<file path="config.mk">
export PLATFORM = sky130hd
export DESIGN_NAME = rspe_cell
export DESIGN_NICKNAME = d
export VERILOG_FILES = /design/src/design/rspe_pkg.sv /design/src/design/rspe_cell.sv
export SDC_FILE = /design/constraint.sdc
export NUM_CORES = 1
export LEC_CHECK = 0
export BUFFER_PORTS_ARGS = -buffer_cell sky130_fd_sc_hd__buf_4
export CORE_ASPECT_RATIO = 0.75
export CORE_MARGIN = 2
export CORE_UTILIZATION = 60
export CTS_BUF_LIST = sky130_fd_sc_hd__clkbuf_2 sky130_fd_sc_hd__clkbuf_4 sky130_fd_sc_hd__clkbuf_8
export CTS_CLUSTER_DIAMETER = 80
export DETAILED_ROUTE_END_ITERATION = 8
export GPL_TIMING_DRIVEN = 0
export PLACE_DENSITY = 0.85
export SETUP_SLACK_MARGIN = 0.02
export SYNTH_ARGS = -nofsm -noshare
export SYNTH_HDL_FRONTEND = slang
export SYNTH_SLANG_ARGS = --single-unit
</file>
<file path="constraint.sdc">
create_clock -name clk -period 5.1 [get_ports clk]
set_input_delay 0.255 -clock clk [delete_from_list [all_inputs] [get_ports clk]]
set_output_delay 0.255 -clock clk [all_outputs]
set_load 0.02 [all_outputs]
</file>
<file path="src/design/rspe_pkg.sv">
// ----------------------------------------------------------------------------
// Reed-Solomon parity encoder package
// Shared types, register codes and the GF(256) multiply used by the encoder
// top level and its cells.
// ----------------------------------------------------------------------------
package rspe_pkg;

  // Field widths of the stream and configuration payloads.
  localparam int BYTE_W       = 8;
  localparam int ECC_LEN_W    = 6;
  localparam int FIELD_POLY_W = 9;
  localparam int CFG_INDEX_W  = 1;

  // Configuration register indexes.
  localparam logic [CFG_INDEX_W-1:0] CFG_ECC_LEN    = 1'b0;
  localparam logic [CFG_INDEX_W-1:0] CFG_FIELD_POLY = 1'b1;

  // Register values after reset.
  localparam logic [ECC_LEN_W-1:0]    ECC_LEN_RESET    = 6'd10;
  localparam logic [FIELD_POLY_W-1:0] FIELD_POLY_RESET = 9'd285;

  // Encoder sequencing.
  typedef enum logic [1:0] {
    ST_BUILD,
    ST_RUN,
    ST_DRAIN
  } state_t;

  // Per-cycle commands broadcast along the row of cells.
  typedef struct packed {
    logic gen_init;  // load the generator with the constant polynomial 1
    logic gen_step;  // multiply the generator by (x + root)
    logic enc_step;  // divide one data byte into the remainder
    logic shift;     // move the remainder one cell up for read-out
    logic clear;     // zero the remainder
  } cell_ctrl_t;

  // Shift-and-add multiply in GF(256); red is the low byte of the field
  // polynomial.
  function automatic logic [BYTE_W-1:0] gf_mul(
    input logic [BYTE_W-1:0] a,
    input logic [BYTE_W-1:0] b,
    input logic [BYTE_W-1:0] red
  );
    logic [BYTE_W-1:0] acc;
    logic [BYTE_W-1:0] aa;
    acc = '0;
    aa  = a;
    for (int k = 0; k < BYTE_W; k++) begin
      if (b[k]) begin
        acc = acc ^ aa;
      end
      if (aa[BYTE_W-1]) begin
        aa = {aa[BYTE_W-2:0], 1'b0} ^ red;
      end else begin
        aa = {aa[BYTE_W-2:0], 1'b0};
      end
    end
    return acc;
  endfunction

endpackage

</file>
<file path="src/design/rspe_cell.sv">
// ----------------------------------------------------------------------------
// Reed-Solomon encoder cell
// Holds one generator coefficient and one remainder byte of the same degree.
// Takes the next lower cell's values to build the generator and to divide.
// ----------------------------------------------------------------------------
module rspe_cell (
  input  logic                        clk,
  input  logic                        rst,
  input  rspe_pkg::cell_ctrl_t        ctrl,
  input  logic                        seed,      // generator value at init
  input  logic [rspe_pkg::BYTE_W-1:0] red,       // field polynomial low byte
  input  logic [rspe_pkg::BYTE_W-1:0] root,      // current generator root
  input  logic [rspe_pkg::BYTE_W-1:0] fb,        // division feedback byte
  input  logic [rspe_pkg::BYTE_W-1:0] gen_in,    // coefficient one degree down
  input  logic [rspe_pkg::BYTE_W-1:0] par_in,    // remainder one degree down
  output logic [rspe_pkg::BYTE_W-1:0] gen_out,
  output logic [rspe_pkg::BYTE_W-1:0] par_out
);

  logic [rspe_pkg::BYTE_W-1:0] gen;
  logic [rspe_pkg::BYTE_W-1:0] par;
  logic [rspe_pkg::BYTE_W-1:0] gen_next;
  logic [rspe_pkg::BYTE_W-1:0] par_next;

  // Generator build: g(k) becomes g(k-1) + g(k) * root.
  always_comb begin
    priority if (ctrl.gen_init) begin
      gen_next = {{(rspe_pkg::BYTE_W-1){1'b0}}, seed};
    end else if (ctrl.gen_step) begin
      gen_next = gen_in ^ rspe_pkg::gf_mul(gen, root, red);
    end else begin
      gen_next = gen;
    end
  end

  // Remainder update: division step, read-out shift or clear.
  always_comb begin
    priority if (ctrl.clear) begin
      par_next = '0;
    end else if (ctrl.shift) begin
      par_next = par_in;
    end else if (ctrl.enc_step) begin
      par_next = par_in ^ rspe_pkg::gf_mul(fb, gen, red);
    end else begin
      par_next = par;
    end
  end

  // The generator is always rebuilt before use, so it needs no reset.
  always_ff @(posedge clk) begin
    gen <= gen_next;
  end

  always_ff @(posedge clk) begin
    if (rst) begin
      par <= '0;
    end else begin
      par <= par_next;
    end
  end

  assign gen_out = gen;
  assign par_out = par;

endmodule

</file>
==> results.json <==
{
  "placed_cell_area_sq_um": 7300,
  "yosys.area_share.simple": 0.287,
  "fin_crit_ns": 4.85,
  "grt_max_degree": 11,
  "fmax_mhz": 206,
  "cts.sinks": 16,
  "grt_pass1_wl_microns": 40400,
  "final_nets": 1101,
  "portBuffers": 54,
  "synth_top_cell_by_area": "xnor2_1",
  "grt_use_met1": 0.565,
  "synthMuxAreaShare": 0.0307,
  "die_x_microns": 126,
  "power.switching_mw": 2.04,
  "status": "complete, no violations",
  "core_area_sq_um": 10900,
  "worst_slew_pin_slew_ns": 1.01,
  "h-tree-depth": 1,
  "drtIter0Drc": 1391,
  "endpoint_kind": "flop",
  "place_inst": 1188,
  "crit_fanout": 10,
  "wl_per_cell_microns": 21.9,
  "antenna_found_initial": 0,
  "ios": 64,
  "grt_pass1_vias": 7493,
  "wl_microns": 26100,
  "ant_nets": 0,
  "postCtsSetupRepairBufs": 0,
  "grt_usage": 0.422,
  "first_pass_iters": 6,
  "cts_tree": "built",
  "synth_top_family_by_area": "compound AO/OA/AOI/OAI gates",
  "grt_overflow_total": 0,
  "area.growth.synth_to_final_pct": 9.94,
  "synth_cell_types": 88,
  "synth_edf_count": 1,
  "synth-compound-area-share": 0.313,
  "yosysTopAreaCellShare": 0.160,
  "synth_fp_nets": 1042,
  "cts-resized-gates": 1,
  "p_per_area_nw_per_um2": 512,
  "final_core_util": 0.676,
  "die_area_sq_um": 12100,
  "synth_area_leaders": "xnor2_1 (16%), nand2_1 (9.2%), xnor3_1 (4.7%)",
  "drc": 0,
  "power.sequential.fraction": 0.056,
  "pwr-share-comb": 0.913,
  "stdcell_count": 1192,
  "die_h_microns": 95.7,
  "grt_use_met3": 0.0976,
  "gp_congestion": 1.03,
  "num_rows": 33,
  "relSlewSlack": 0.309,
  "yosys-top-cells-count": "nand2_1 (165), xnor2_1 (123), a21oi_1 (57), clkbuf_1 (56), nor2_1 (54)",
  "initial_utilization": 0.615,
  "finalMaxSlewViolations": 0,
  "worstSkewPairLatency_ns": 0.26,
  "root_buffer": "clkbuf_8",
  "dr_total_vias": 8381,
  "place.detailed.hpwl_microns": 20100,
  "ys_seq_area_frac": 0.0491,
  "cts_made_buffers": 3,
  "critical_path_class": "flop to flop",
  "clockBufferDepth": 2,
  "hold_path.class": "primary input to flop",
  "fin_area_sq_um": 7390,
  "drv_cap": 0,
  "p_leak_nw": 2.70,
  "synthFlopType": "dfxtp_1",
  "required_ns": 5.23,
  "synth_xor_area_frac": 0.248,
  "diodes": 0,
  "use_met2": 0.647,
  "finalCritPeriodShare": 0.951,
  "rsz0062_at_grt": "no",
  "setup-tns-final_ns": 0,
  "yosysWarnings": 0,
  "syn-instance-count": 994,
  "startpoint_type": "flop",
  "synth.avg_cell_area_sq_um": 6.76,
  "final_hold_viol_count": 0,
  "synth_most_common_cell": "nand2_1",
  "drive_gt1_frac": 0.123,
  "ir_drop_mv": 0.283,
  "arrival_ns": 4.98,
  "synth_area_sq_um": 6720,
  "routed_via_density": 7.03,
  "grt_busiest_layer": "met2",
  "skew_ns": 0.00422,
  "p_sw_frac": 0.540,
  "synthAdderAreaFrac": 0,
  "p_int_mw": 1.74,
  "path_clk_slew_ns": 0.07,
  "ys_ff_latch": 16,
  "cts.hold.buffers_added": 0,
  "async_flop_share": 0,
  "clkPwrFrac": 0.031,
  "setup_viol": 0
}
## final cells by class
class / count / area (sq um)
clock buffers: 4 / 55.1
plain buffers: 91 / 414
repair buffers: 54 / 405
fillers: 981 / 3550
flip-flops and latches: 16 / 330
inverters: 19 / 71.3
multi-input cells: 868 / 5940
well taps: 140 / 175
## power groups by stage
| stage | logic [mW] | clock network, mW | registers [mW] |
|---|---|---|---|
| after global routing | 3.71 | 0.126 | 0.211 |
| after detailed placement | 3.32 | 0 | 0.210 |
| after floorplan | 2.62 | 0 | 0.224 |
| final | 3.46 | 0.118 | 0.212 |
| after CTS | 3.34 | 0.118 | 0.208 |
| after global placement | 3.28 | 0 | 0.210 |
## cell usage in the layout, fill, tap and decap left out, drive strengths merged, types with 5 or more instances in the layout
| cell | count |
|---|---|
| a2111oi | 13 |
| a211o | 6 |
| a211oi | 12 |
| a21o | 6 |
| a21oi | 57 |
| a22o | 5 |
| a22oi | 12 |
| a311oi | 10 |
| a31oi | 9 |
| a32oi | 9 |
| and2 | 19 |
| and3 | 12 |
| buf | 88 |
| clkbuf | 61 |
| dfxtp | 15 |
| inv | 15 |
| mux2 | 5 |
| mux2i | 15 |
| nand2 | 165 |
| nand2b | 11 |
| nand3 | 33 |
| nand3b | 7 |
| nand4 | 15 |
| nor2 | 54 |
| nor2b | 9 |
| nor3 | 19 |
| nor4 | 5 |
| o2111a | 5 |
| o2111ai | 13 |
| o211ai | 10 |
| o21ai | 53 |
| o22ai | 7 |
| o311ai | 7 |
| o31ai | 9 |
| or2 | 12 |
| or3 | 10 |
| or4 | 11 |
| xnor2 | 124 |
| xnor3 | 14 |
| xor2 | 29 |
## metal layers
metal,vias to the layer above,wire [microns],share of wire
li1,3757,-,-
met1,3888,10200,0.39
met2,622,10900,0.42
met3,114,3660,0.14
met4,0,1400,0.053
met5,-,0,0
## kinds of logic after synthesis
kind of cell	count (synthesis)
buffers and inverters	110
AOI/OAI and AO/OA	289
muxes	20
DFF	16
xor gates and xnor gates	167
and+or+nand+nor	392
## critical path: stages (launching register included)
cell and delay, ns:
dfxtp_1 0.50, buf_2 0.27, a21bo_2 0.25, a221oi_1 0.57
nor3_1 0.23, nor2_1 0.57, or3_1 0.21, nand4_1 0.36
nor3_2 0.32, o21ai_0 0.14, xnor2_1 0.29, xor2_1 0.30
a221oi_1 0.13, a2111oi_1 0.45, o31ai_1 0.13
## final timing paths
| path | startpoint | to | slack, ns | cells past startpoint |
|---|---|---|---|---|
| worst max register to register | gen_out[6] | gen_out[4] | 0.25 | 14 |
| worst min register to register | par_out[3] | par_out[3] | 0.57 | 2 |
| worst min-delay path | seed | gen_out[0] | 0.29 | 3 |
| worst max-delay path | gen_out[6] | gen_out[4] | 0.25 | 14 |
## per-stage QoR
step	hold slack, ns	setup WS (ns)	power (mW)
finish	0.293	0.251	3.79
floorplan	0.417	1.05	2.84
global route	0.315	0.0452	4.05
global placement	0.534	-0.0958	3.49
CTS	0.287	0.0773	3.67
detailed placement	0.552	-0.0826	3.53
## state kept, by name, summed over array words and instances (netlist names)
| name | count |
|---|---|
| par_out | 8 |
| gen_out | 8 |
(Power assumes the default switching activity.)
